===== src/hdl/fkde_pkg.sv =====
// ----------------------------------------------------------------------------
// fkde_pkg: shared types and constants for four_key_debounce_events
// Request payload structs, threshold register indexes and reset values.
// ----------------------------------------------------------------------------
package fkde_pkg;

  localparam int COUNT_W = 8;
  localparam logic [COUNT_W-1:0] COUNT_MAX = {COUNT_W{1'b1}};

  // threshold reset values
  localparam logic [COUNT_W-1:0] ONOFF_THR_RST   = 8'd8;
  localparam logic [COUNT_W-1:0] SHOCK_THR_RST   = 8'd2;
  localparam logic [COUNT_W-1:0] COVER_THR_RST   = 8'd16;
  localparam logic [COUNT_W-1:0] PATIENT_THR_RST = 8'd3;

  typedef enum logic [1:0] {
    REG_ONOFF_THR   = 2'd0,
    REG_SHOCK_THR   = 2'd1,
    REG_COVER_THR   = 2'd2,
    REG_PATIENT_THR = 2'd3
  } cfg_reg_t;

  typedef struct packed {
    logic onoff_level;
    logic shock_level;
    logic cover_level;
    logic patient_level;
  } tick_t;

  typedef struct packed {
    logic onoff_event;
    logic shock_event;
    logic cover_event;
    logic patient_event;
  } events_t;

endpackage


===== src/hdl/fkde_repeat_key.sv =====
// ----------------------------------------------------------------------------
// fkde_repeat_key: repeat-counter key
// Counts held ticks, fires and clears at threshold, clears on release.
// ----------------------------------------------------------------------------
module fkde_repeat_key
  import fkde_pkg::*;
(
  input  logic               clk,
  input  logic               rst,
  input  logic               step,
  input  logic               level,
  input  logic [COUNT_W-1:0] threshold,
  output logic               fire
);

  logic [COUNT_W-1:0] count;
  logic [COUNT_W-1:0] count_mid;
  logic [COUNT_W-1:0] count_next;

  always_comb begin
    if (level) begin
      count_mid = (count != COUNT_MAX) ? count + COUNT_W'(1) : count;
    end else begin
      count_mid = '0;
    end
    fire       = (count_mid >= threshold);
    count_next = fire ? '0 : count_mid;
  end

  always_ff @(posedge clk) begin
    if (rst) begin
      count <= '0;
    end else if (step) begin
      count <= count_next;
    end
  end

endmodule


===== src/hdl/fkde_latch_key.sv =====
// ----------------------------------------------------------------------------
// fkde_latch_key: release-latched key
// One event per press; rearms once the counter has run back to zero.
// ----------------------------------------------------------------------------
module fkde_latch_key
  import fkde_pkg::*;
(
  input  logic               clk,
  input  logic               rst,
  input  logic               step,
  input  logic               level,
  input  logic [COUNT_W-1:0] threshold,
  output logic               fire
);

  logic [COUNT_W-1:0] count;
  logic [COUNT_W-1:0] count_next;
  logic               armed;
  logic               armed_mid;
  logic               armed_next;

  always_comb begin
    if (level) begin
      // grow only while armed, saturate at top
      count_next = (armed && count != COUNT_MAX) ? count + COUNT_W'(1) : count;
      armed_mid  = armed;
    end else begin
      count_next = (count != '0) ? count - COUNT_W'(1) : count;
      armed_mid  = armed | (count_next == '0);
    end
    fire       = armed_mid && (count_next == threshold);
    armed_next = armed_mid & ~fire;
  end

  always_ff @(posedge clk) begin
    if (rst) begin
      count <= '0;
      armed <= 1'b1;
    end else if (step) begin
      count <= count_next;
      armed <= armed_next;
    end
  end

endmodule


===== src/hdl/four_key_debounce_events.sv =====
// ----------------------------------------------------------------------------
// four_key_debounce_events: four-key debounce and event block
// Per-tick debounce of on-off, shock, cover and patient-type keys.
// ----------------------------------------------------------------------------
// Each accepted tick request carries four key levels and yields exactly one
// event request with four one-tick flags. The block takes one tick per clock
// cycle when tick_stall is low: key updates and threshold compares happen in
// the accept cycle, and the flags land in a single output register in the
// next cycle. tick_stall is raised only while that register holds a request
// the downstream side is stalling, so a full register that drains in the same
// cycle still lets the next tick in. Shock and cover use repeat counters
// (held key fires every threshold ticks); on-off and patient-type use a
// release latch (one event per press, rearmed after the count runs back to
// zero). Thresholds are written through the cfg port, which is always ready;
// write them only while no tick is in flight. An index past the list has no
// effect (index is 2 bits, so all codes map to a register).
// ----------------------------------------------------------------------------
module four_key_debounce_events
  import fkde_pkg::*;
(
  input  logic               clk,
  input  logic               rst,
  // tick requests
  input  logic               tick_valid,
  output logic               tick_stall,
  input  tick_t              tick,
  // event requests
  output logic               event_valid,
  input  logic               event_stall,
  output events_t            events,
  // threshold writes
  input  logic               cfg_valid,
  output logic               cfg_ready,
  input  logic [1:0]         cfg_index,
  input  logic [COUNT_W-1:0] cfg_data
);

  logic [COUNT_W-1:0] onoff_thr;
  logic [COUNT_W-1:0] shock_thr;
  logic [COUNT_W-1:0] cover_thr;
  logic [COUNT_W-1:0] patient_thr;

  logic    accept;
  events_t fire;

  // output register may be refilled whenever it is empty or draining
  assign tick_stall = event_valid & event_stall;
  assign accept     = tick_valid & ~tick_stall;
  assign cfg_ready  = 1'b1;

  // threshold registers
  always_ff @(posedge clk) begin
    if (rst) begin
      onoff_thr   <= ONOFF_THR_RST;
      shock_thr   <= SHOCK_THR_RST;
      cover_thr   <= COVER_THR_RST;
      patient_thr <= PATIENT_THR_RST;
    end else if (cfg_valid && cfg_ready) begin
      unique case (cfg_reg_t'(cfg_index))
        REG_ONOFF_THR:   onoff_thr   <= cfg_data;
        REG_SHOCK_THR:   shock_thr   <= cfg_data;
        REG_COVER_THR:   cover_thr   <= cfg_data;
        REG_PATIENT_THR: patient_thr <= cfg_data;
        default: ;
      endcase
    end
  end

  fkde_latch_key u_onoff (
    .clk       (clk),
    .rst       (rst),
    .step      (accept),
    .level     (tick.onoff_level),
    .threshold (onoff_thr),
    .fire      (fire.onoff_event)
  );

  fkde_repeat_key u_shock (
    .clk       (clk),
    .rst       (rst),
    .step      (accept),
    .level     (tick.shock_level),
    .threshold (shock_thr),
    .fire      (fire.shock_event)
  );

  fkde_repeat_key u_cover (
    .clk       (clk),
    .rst       (rst),
    .step      (accept),
    .level     (tick.cover_level),
    .threshold (cover_thr),
    .fire      (fire.cover_event)
  );

  fkde_latch_key u_patient (
    .clk       (clk),
    .rst       (rst),
    .step      (accept),
    .level     (tick.patient_level),
    .threshold (patient_thr),
    .fire      (fire.patient_event)
  );

  // result register
  always_ff @(posedge clk) begin
    if (rst) begin
      event_valid <= 1'b0;
    end else if (accept) begin
      event_valid <= 1'b1;
    end else if (!event_stall) begin
      event_valid <= 1'b0;
    end
  end

  always_ff @(posedge clk) begin
    if (accept) begin
      events <= fire;
    end
  end

  // every accepted tick leaves a result waiting
  a_tick_gives_result: assert property (@(posedge clk) disable iff (rst)
    accept |=> event_valid)
    else $error("accepted tick produced no event request");

  // released repeat key only fires at threshold zero
  a_shock_release: assert property (@(posedge clk) disable iff (rst)
    (accept && !tick.shock_level && shock_thr != '0) |=> !events.shock_event)
    else $error("shock event on released key");

  a_cover_release: assert property (@(posedge clk) disable iff (rst)
    (accept && !tick.cover_level && cover_thr != '0) |=> !events.cover_event)
    else $error("cover event on open switch");

endmodule

===== config.mk =====
export PLATFORM = sky130hd
export DESIGN_NAME = four_key_debounce_events
export DESIGN_NICKNAME = d
export VERILOG_FILES = /design/src/hdl/fkde_pkg.sv /design/src/hdl/fkde_repeat_key.sv /design/src/hdl/fkde_latch_key.sv /design/src/hdl/four_key_debounce_events.sv
export SDC_FILE = /design/constraint.sdc
export NUM_CORES = 1
export LEC_CHECK = 0
export ABC_AREA = 1
export BUFFER_PORTS_ARGS = -buffer_cell sky130_fd_sc_hd__buf_2
export CAP_MARGIN = 20
export CORE_MARGIN = 2
export CORE_UTILIZATION = 51
export DETAILED_ROUTE_END_ITERATION = 6
export HOLD_SLACK_MARGIN = 0.06
export PLACE_DENSITY = 0.65
export SYNTH_ARGS = -nofsm -noshare
export SYNTH_HDL_FRONTEND = slang
export SYNTH_SLANG_ARGS = --single-unit

===== constraint.sdc =====
create_clock -name clk -period 3.05 [get_ports clk]
set_clock_uncertainty 0.1 [all_clocks]
set_input_delay 0.305 -clock clk [delete_from_list [all_inputs] [get_ports clk]]
set_output_delay 0.305 -clock clk [all_outputs]
set_load 0.1 [all_outputs]

==> results of run 1 <==
==> metrics by stage <==
stage               total power [mW]  utilization, %
global route                    2.69            57.0
finish                          2.53            57.0
floorplan                       1.59               -
CTS                             2.54            56.7
detailed placement              1.72            54.4
global placement                1.71            54.4
==> final cells by class <==
class / count / share of cell area (%)
Multi-Input combinational cell: 554 / 55.0
Sequential cell: 71 / 27.8
Inverter: 100 / 7.15
Tap cell: 129 / 3.06
Timing Repair Buffer: 29 / 2.99
Clock buffer: 10 / 2.61
Clock inverter: 6 / 1.45
==> worst min-delay path by stage <==
stage	start	to	slack, ns	depth (start not counted)
floorplan	cfg_data[0]	patient_thr[0]	0.33	2
finish	tick_valid	event_valid	0.11	3
CTS	tick_valid	event_valid	0.09	3
detailed placement	shock_thr[7]	shock_thr[7]	0.35	2
global route	tick_valid	event_valid	0.11	3
global placement	shock_thr[7]	shock_thr[7]	0.35	2
==> synthesized netlist by cell type (3+ instances only) <==
library cell	count	area, um2
clkbuf_1	16	60.1
a31oi_1	4	25.0
nand3b_1	3	22.5
nor2_4	3	33.8
nor3_1	6	30.0
nand2_1	157	589
nand2_2	6	37.5
nand2_4	3	33.8
nor2_2	3	18.8
ha_1	24	300
inv_2	4	15.0
o21ai_0	54	270
nand3_2	3	30.0
nand3_1	90	450
buf_4	3	22.5
o211ai_1	6	45.0
nand4_1	20	125
inv_1	93	349
a22oi_1	16	120
nor2_1	81	304
dfxtp_1	67	1340
buf_2	4	20.0
a21oi_1	56	280
edfxtp_1	4	120
xnor2_1	5	43.8
==> metal layers <==
metal  share of wire [%]  wire (um)  GRT usage (%)  vias up
li1                    -          -              -     2532
met1                  48       5910           34.3     2205
met2                  45       5520           41.1      102
met3                 4.4        536           3.45       19
met4                 1.8        218           9.46        0
met5                   0          0              0        -
==> kinds of logic (layout without fill, tap and decap cells) <==
kind of cell | count (synthesis) | after routing | share of synthesized area (%)
simple gates | 381 | 381 | 35.6
flops | 71 | 71 | 30.2
xor+xnor | 6 | 6 | 1.09
fa+ha+maj | 24 | 24 | 6.20
other cells | 1 | 1 | 0.0774
buf+inv | 127 | 145 | 10.5
compound gates | 142 | 142 | 16.3
==> power groups by stage <==
stage	clock network [mW]	logic, mW	registers [mW]
floorplan	0	0.508	1.08
global placement	0	0.639	1.07
detailed placement	0	0.648	1.07
CTS	0.837	0.653	1.05
global route	0.869	0.759	1.06
finish	0.815	0.662	1.05
==> repair_timing <==
item	4_1_cts	5_1_grt
setup buffers	0	0
gates resized for setup	0	8
endpoints found under the setup margin	0	16
==> worst min-delay path, stage by stage <==
cell	delay, ns
buf_2	0.10
inv_1	0.06
a21oi_1	0.06
==> state kept, by name (all words and copies together), names as in the netlist <==
name and flops:
onoff_thr 8, u_patient.armed 1, cover_thr 8, shock_thr 8, u_onoff.count 8, event_valid 1, patient_thr 8, events 4
u_patient.count 8, u_onoff.armed 1, u_shock.count 8, u_cover.count 8
==> impl_metrics.py, run 1 <==
metrics = {
    "final_layout": {
        "final_layout_size_suffix_gt1_share_pct": 9.87,
        "syn_to_final_growth_pct": 8.84,
        "layout_commonest_cell": "nand2_1",
        "ff_latch_area_um2": 1460,
        "finish.instance_area_um2": 5270,
        "layout_common_cells": "nand2_1, inv_1, nand3_1, nor2_1, dfxtp_1",
        "nNetsFinal": 808,
        "stdcell_count": 899,
        "multiInputGateArea_um2": 2900,
        "n_antenna_cell": 0,
        "fill_cells": 958,
    },
    "worst_setup_path": {
        "cp-end-kind": "flop",
        "path_class": "reg -> reg",
        "r2r_start": "u_shock.count[0]",
        "arrival_ns": 3.04,
        "crit_path_start": "u_shock.count[0]",
        "cpMaxStageDelayCell": "dfxtp_1",
        "r2r_setup_slack_ns": 0.21,
        "cp.required_ns": 3.24,
        "endpoint": "u_shock.count[3]",
        "start_kind": "flop",
        "path_max_fanout": 8,
        "cp.buffers_inverters": 1,
        "r2r_end": "u_shock.count[3]",
        "worstPathCellList": "ha_1, nand3_1, inv_1, nand2_1, and2_1, a211oi_1, ha_1, a21oi_1, o21ai_0, nand2_1, o2111ai_1, nor2_4, a22oi_1, nor2_1",
        "cp.depth": 14,
        "reg2reg_depth": 14,
        "crit_family": "simple AND/OR/NAND/NOR gates",
        "cpPeakStageDelay_ns": 0.41,
    },
    "synthesis": {
        "synth_seq_cells": 71,
        "async_reset_ff_share_pct": 0,
        "synth_edf_count": 4,
        "synth.avg_cell_area_um2": 6.44,
        "synth_nets": 795,
        "ys_seq_area_share_pct": 30.2,
        "synth_ff_type": "dfxtp_1",
        "syn_area_um2": 4840,
        "synthCells": 752,
        "ys_types": 39,
        "yosys_warnings": 0,
    },
    "sta": {
        "period_share_pct": 93.2,
        "worstMarginPinSlew_ns": 0.756,
        "fmax_ghz": 0.352,
        "slew_violations": 0,
        "hold_ws_ns": 0.111,
        "finalSetupViolCount": 0,
        "post-route-min-period_ns": 2.84,
        "layout_setup_ws_ns": 0.206,
        "hold_viol": 0,
        "slew_headroom_pct": 49.6,
        "setup-tns-final_ns": 0,
    },
    "clock_network": {
        "cts.sinks": 71,
        "cts_root_buf": "clkbuf_8",
        "cts_hold_buf": 0,
        "numCtsBuffers": 9,
        "clock_latency_ns": 0.35,
        "h-tree-depth": 3,
        "clkTransAtPathRegs_ns": 0.09,
        "cts_buffer_depth": 2,
        "cts_tree": "yes",
    },
    "global_routing": {
        "grt_first_pass_wirelength_mm": 20.9,
        "grt_max_degree": 32,
        "track_usage_pct": 25.3,
        "gr-total-overflow": 0,
        "antenna_found_initial": 0,
        "grt_pass1_vias": 4592,
    },
    "pwr": {
        "p_seq_share_pct": 41.6,
        "leakagePower_nw": 2.49,
        "p_clk_share_pct": 32.2,
        "p_int_mw": 1.61,
        "p_per_area_nw_per_um2": 480,
        "ir_drop_mv": 0.250,
        "pwr-share-comb_pct": 26.2,
        "p_sw_share_pct": 36.2,
        "p_sw_mw": 0.915,
    },
    "worst_hold_path": {
        "min_path_type": "in -> reg",
    },
    "placed_design": {
        "place_area_um2": 5030,
        "portBuffers": 24,
        "dp_hpwl_mm": 8.95,
        "gp_congestion": 0.866,
        "placed_cells": 883,
        "dp_slack_ns": 0.0704,
    },
    "floorplanning": {
        "io_pins": 26,
        "row_count": 35,
        "dieArea_um2": 10300,
        "core-area_um2": 9240,
        "dieWidth_um": 101,
        "start_util_pct": 52.4,
        "fp.dieH_um": 101,
    },
    "drt": {
        "wl_per_cell_um": 13.6,
        "drtIter0Drc": 182,
        "first_pass_iters": 5,
        "viasPerCell": 5.40,
        "vias": 4858,
        "drtAntennaViolNets": 0,
        "drt_wl_total_mm": 12.2,
        "drc_errors": 0,
    },
    "outcome": {
        "status": "completed",
    },
    "run": {
        "max_cap_violations": 0,
    },
}
No activity file was read; power rests on OpenSTA's default activity.
==> inputs of run 2 (changes only) <==
--- a/config.mk
+++ b/config.mk
@@ -8,11 +8,10 @@
 export ABC_AREA = 1
 export BUFFER_PORTS_ARGS = -buffer_cell sky130_fd_sc_hd__buf_2
 export CAP_MARGIN = 20
-export CORE_MARGIN = 2
-export CORE_UTILIZATION = 51
+export CORE_UTILIZATION = 25
 export DETAILED_ROUTE_END_ITERATION = 6
 export HOLD_SLACK_MARGIN = 0.06
-export PLACE_DENSITY = 0.65
+export PLACE_DENSITY = 0.36
 export SYNTH_ARGS = -nofsm -noshare
 export SYNTH_HDL_FRONTEND = slang
 export SYNTH_SLANG_ARGS = --single-unit
==> run 2 against run 1 <==
Net effect: global-route usage fell by 10 points; highest routed layer unchanged; largest power group unchanged; core utilization fell by 28 points; sequential cell count did not move; cell count rose by 15%; combinational power rose by 2%; power rose by 9.3%; sequential power barely moved; clock power rose by 26%.
==> impl_metrics.py, run 2 (synthesis gave the netlist of run 1 again) <==
metrics = {
    "global_routing": {
        "use_met3_pct": 1.32,
        "track_usage_pct": 15.2,
        "gr-total-overflow": 0,
        "met1_usage_pct": 21.4,
        "grt_first_pass_wirelength_mm": 23.2,
        "top_usage_layer": "met2",
        "grt_max_degree": 38,
        "antenna_found_initial": 0,
        "grt_pass1_vias": 4287,
        "met2_usage_pct": 23.5,
    },
    "worst_setup_path": {
        "cp.buffers_inverters": 2,
        "path_class": "reg -> reg",
        "cpPeakStageDelay_ns": 0.39,
        "cpMaxStageDelayCell": "dfxtp_1",
        "start_kind": "flop",
        "crit_family": "simple AND/OR/NAND/NOR gates",
        "path_max_fanout": 8,
        "arrival_ns": 2.93,
        "r2r_start": "u_cover.count[0]",
        "crit_path_start": "u_cover.count[0]",
        "cp-end-kind": "flop",
        "worstPathCellList": "ha_1, nand3_1, inv_1, nand2_1, and2_1, a211oi_1, ha_1, a21oi_1, o21ai_0, nand2_1, o2111ai_1, nor2_1, buf_4, a22oi_1, nor2_1",
        "cp.required_ns": 3.23,
    },
    "pwr": {
        "p_sw_mw": 0.931,
        "p_seq_share_pct": 38.3,
        "p_total_mw": 2.77,
        "p_clk_share_pct": 37.4,
        "ir_drop_mv": 0.180,
        "leakagePower_nw": 2.53,
        "p_sw_share_pct": 33.7,
        "p_int_mw": 1.83,
        "p_per_area_nw_per_um2": 502,
        "pwr-share-comb_pct": 24.3,
    },
    "worst_hold_path": {
        "worstHoldStart": "event_stall",
        "min_path_type": "in -> reg",
    },
    "floorplanning": {
        "start_util_pct": 25.7,
        "dieWidth_um": 141,
        "fp.dieH_um": 141,
        "row_count": 50,
        "dieArea_um2": 19900,
        "core-area_um2": 18800,
        "io_pins": 26,
    },
    "sta": {
        "hold_viol": 0,
        "worstMarginPinSlew_ns": 0.656,
        "post-route-min-period_ns": 2.75,
        "finalSetupViolCount": 0,
        "grt_setup_unrepaired": "false",
        "period_share_pct": 90.3,
        "hold_ws_ns": 0.145,
        "slew_headroom_pct": 56.2,
        "setup-tns-final_ns": 0,
        "slew_violations": 0,
        "fmax_ghz": 0.363,
        "layout_setup_ws_ns": 0.296,
    },
    "final_layout": {
        "syn_to_final_growth_pct": 13.7,
        "layout_commonest_cell": "nand2_1",
        "stdcell_count": 1030,
        "nNetsFinal": 810,
        "n_antenna_cell": 0,
        "post-route-util_pct": 29.2,
        "layout_common_cells": "nand2_1, inv_1, nand3_1, nor2_1, dfxtp_1",
        "finish.instance_area_um2": 5500,
        "final_layout_size_suffix_gt1_share_pct": 9.48,
    },
    "drt": {
        "viasPerCell": 4.65,
        "vias": 4788,
        "drtIter0Drc": 351,
        "first_pass_iters": 7,
        "drt_wl_total_mm": 14.5,
        "wl_per_cell_um": 14.1,
        "drc_errors": 0,
        "drtAntennaViolNets": 0,
    },
    "placed_design": {
        "portBuffers": 24,
        "placed_cells": 1016,
        "place_area_um2": 5210,
        "gp_congestion": 0.853,
        "dp_slack_ns": 0.266,
        "dp_hpwl_mm": 10.9,
    },
    "clock_network": {
        "cts_root_buf": "clkbuf_16",
        "clkTransAtPathRegs_ns": 0.06,
        "h-tree-depth": 3,
        "cts_hold_buf": 0,
        "cts.sinks": 71,
        "cts_tree": "yes",
        "numCtsBuffers": 9,
        "cts_buffer_depth": 2,
        "clock_latency_ns": 0.34,
    },
    "outcome": {
        "status": "completed",
    },
    "run": {
        "max_cap_violations": 0,
    },
}
==> run 2: power groups by stage <==
stage / clock network [mW] / logic (mW) / registers [mW]
CTS: 1.07 / 0.679 / 1.06
global route: 1.09 / 0.771 / 1.07
global placement: 0 / 0.679 / 1.08
finish: 1.03 / 0.673 / 1.06
detailed placement: 0 / 0.676 / 1.08
floorplan: 0 / 0.508 / 1.08
==> run 2: path summary, 6_finish.rpt <==
kind | to | slack, ns | cells past startpoint
setup / recovery | u_cover.count[7] | 0.30 | 15
hold / removal | event_valid | 0.14 | 3
setup reg to reg | u_cover.count[7] | 0.30 | 15
hold reg to reg | shock_thr[7] | 0.36 | 2
==> run 2: final cells by class <==
type	count	area [um2]
Clock buffer	14	284
Timing Repair Buffer	31	173
Tap cell	260	325
Inverter	100	377
Multi-Input combinational cell	554	2880
Sequential cell	71	1460
Fill cell	2126	13300
==> run 2: layer usage <==
layer / part of all wire, % / up-vias
met5: 0 / -
met3: 2.5 / 13
met2: 44 / 75
li1: - / 2541
met1: 52 / 2159
met4: 1.8 / 0
==> run 2: timing repair <==
item | CTS | global route
buffers inserted | 0 | 0
endpoints found under the setup margin | 0 | 8
gates resized for setup | 0 | 3
==> run 2: worst register-to-register path, stage by stage, from the launching register on <==
cell and delay [ns]:
dfxtp_1 0.39, ha_1 0.22, nand3_1 0.17, inv_1 0.10, nand2_1 0.11, and2_1 0.18
a211oi_1 0.28, ha_1 0.31, a21oi_1 0.11, o21ai_0 0.09, nand2_1 0.06, o2111ai_1 0.11
nor2_1 0.11, buf_4 0.17, a22oi_1 0.07, nor2_1 0.11
==> inputs of run 3 (changes only) <==
--- a/config.mk
+++ b/config.mk
@@ -8,10 +8,12 @@
 export ABC_AREA = 1
 export BUFFER_PORTS_ARGS = -buffer_cell sky130_fd_sc_hd__buf_2
 export CAP_MARGIN = 20
+export CELL_PAD_IN_SITES_DETAIL_PLACEMENT = 1
+export CELL_PAD_IN_SITES_GLOBAL_PLACEMENT = 1
 export CORE_UTILIZATION = 25
 export DETAILED_ROUTE_END_ITERATION = 6
 export HOLD_SLACK_MARGIN = 0.06
-export PLACE_DENSITY = 0.36
+export PLACE_DENSITY = 0.48
 export SYNTH_ARGS = -nofsm -noshare
 export SYNTH_HDL_FRONTEND = slang
 export SYNTH_SLANG_ARGS = --single-unit
==> run 3 against run 2 <==
Net effect: die area unchanged; critical path depth unchanged; worst setup slack got worse by 0.096 ns; critical path type unchanged; critical endpoint is now u_shock.count[3]; largest power group is now clock; highest routed layer unchanged.
==> impl_metrics.py, run 3 (synthesis gave the netlist of run 1 again) <==
metrics = {
    "sta": {
        "post-route-min-period_ns": 2.85,
        "slew_headroom_pct": 58.1,
        "fmax_ghz": 0.351,
        "period_share_pct": 93.4,
        "worstMarginPinSlew_ns": 0.627,
        "slew_violations": 0,
        "hold_viol": 0,
        "finalSetupViolCount": 0,
    },
    "final_layout": {
        "syn_to_final_growth_pct": 15.1,
        "finish.instance_area_um2": 5580,
        "final_layout_size_suffix_gt1_share_pct": 10.1,
        "stdcell_count": 1032,
        "post-route-util_pct": 29.6,
        "layout_commonest_cell": "nand2_1",
        "nNetsFinal": 810,
        "layout_common_cells": "nand2_1, inv_1, nand3_1, nor2_1, dfxtp_1",
        "n_antenna_cell": 0,
    },
    "global_routing": {
        "grt_first_pass_wirelength_mm": 26.4,
        "antenna_found_initial": 0,
        "grt_max_degree": 38,
        "grt_pass1_vias": 5068,
        "gr-total-overflow": 0,
        "track_usage_pct": 17.1,
    },
    "pwr": {
        "leakagePower_nw": 2.56,
        "ir_drop_mv": 0.186,
        "p_per_area_nw_per_um2": 518,
    },
    "drt": {
        "drt_wl_total_mm": 16.0,
        "vias": 4914,
        "drtIter0Drc": 173,
        "viasPerCell": 4.76,
        "first_pass_iters": 4,
        "drc_errors": 0,
        "wl_per_cell_um": 15.5,
        "drtAntennaViolNets": 0,
    },
    "placed_design": {
        "dp_hpwl_mm": 12.1,
        "gp_congestion": 0.790,
        "portBuffers": 24,
        "place_area_um2": 5200,
        "placed_cells": 1015,
    },
    "worst_hold_path": {
        "min_path_type": "in -> reg",
        "hold_path_end": "event_valid",
        "worstHoldStart": "event_stall",
        "min_path_cells": 3,
    },
    "worst_setup_path": {
        "start_kind": "flop",
        "path_class": "reg -> reg",
        "path_max_fanout": 8,
        "reg2reg_depth": 15,
        "r2r_start": "u_shock.count[1]",
        "arrival_ns": 2.96,
        "r2r_setup_slack_ns": 0.20,
        "cp-end-kind": "flop",
        "r2r_end": "u_shock.count[3]",
        "cp.required_ns": 3.16,
    },
    "clock_network": {
        "clkTransAtPathRegs_ns": 0.06,
        "cts_buffer_depth": 2,
        "cts.sinks": 71,
        "postCtsSetupBuffers": 0,
        "cts_root_buf": "clkbuf_16",
        "numCtsBuffers": 9,
        "cts_tree": "yes",
        "clock_latency_ns": 0.34,
        "h-tree-depth": 3,
        "cts_hold_buf": 0,
    },
    "run": {
        "max_cap_violations": 0,
    },
    "floorplanning": {
        "start_util_pct": 25.7,
        "fp.dieH_um": 141,
        "dieArea_um2": 19900,
        "io_pins": 26,
        "core-area_um2": 18800,
        "row_count": 50,
        "dieWidth_um": 141,
    },
    "outcome": {
        "status": "completed",
    },
}
-- run 3: cell count changes in the layout (fill, tap and decap cells not counted), sizes merged --
cell    delta
bufinv     +1
inv        +1
-- run 3: layout make-up --
class | count | area (um2)
Clock buffer | 14 | 274
Clock inverter | 2 | 36.3
Fill cell | 2419 | 13300
Inverter | 100 | 377
Multi-Input combinational cell | 554 | 2910
Sequential cell | 71 | 1460
Tap cell | 260 | 325
Timing Repair Buffer | 31 | 193
-- run 3: power breakdown --
group | total, mW | switching [mW] | internal, mW
Clock | 1.13 | 0.428 | 0.703
Combinational | 0.699 | 0.482 | 0.217
Sequential | 1.06 | 0.0686 | 0.989
-- run 3: layer usage --
metal | GRT usage [%] | share of wire [%] | routed length (um) | up-vias
met5 | 0 | 0 | 0 | -
met4 | 6.52 | 1.8 | 289 | 0
met3 | 1.70 | 1.6 | 261 | 18
met2 | 27.8 | 45 | 7250 | 38
met1 | 23.1 | 51 | 8240 | 2319
li1 | - | - | - | 2539
-- run 3: timing repair --
action	CTS	global route
gates resized for setup	1	7
cloned	0	0
endpoints found under the setup margin	8	9
pin swaps	0	1
-- run 3: stage by stage --
step	worst slack, ns	TNS, ns	total power, mW	hold slack, ns
2_1_floorplan	0.0459	0	1.59	0.331
3_3_place_gp	0.0516	0	1.76	0.351
3_5_place_dp	-0.0807	-0.582	1.77	0.357
4_1_cts	0.0822	0	2.92	0.136
5_1_grt	-0.00369	-0.00369	3.08	0.152
6_report	0.201	0	2.89	0.152
-- run 3: critical path: stages, from the launching register on --
cell and delay, ns:
dfxtp_1 0.38, ha_1 0.21, nand3_1 0.17, inv_1 0.09, nand2_1 0.12, and2_1 0.19
a21oi_1 0.17, nor3_2 0.08, ha_1 0.30, nand2_1 0.07, nor2_1 0.17, nand4_1 0.14
o2111ai_2 0.15, nor2_4 0.12, a22oi_1 0.19, nor2_1 0.07
-- run 3: worst max path at each step --
stage | start | endpoint | depth (start not counted)
final | u_shock.count[1] | u_shock.count[3] | 15
after global routing | u_cover.count[0] | u_cover.count[7] | 16
after floorplan | event_valid | u_patient.count[7] | 9
after CTS | u_shock.count[0] | u_shock.count[1] | 14
after detailed placement | u_shock.count[0] | u_shock.count[1] | 14
after global placement | u_shock.count[0] | u_shock.count[1] | 14
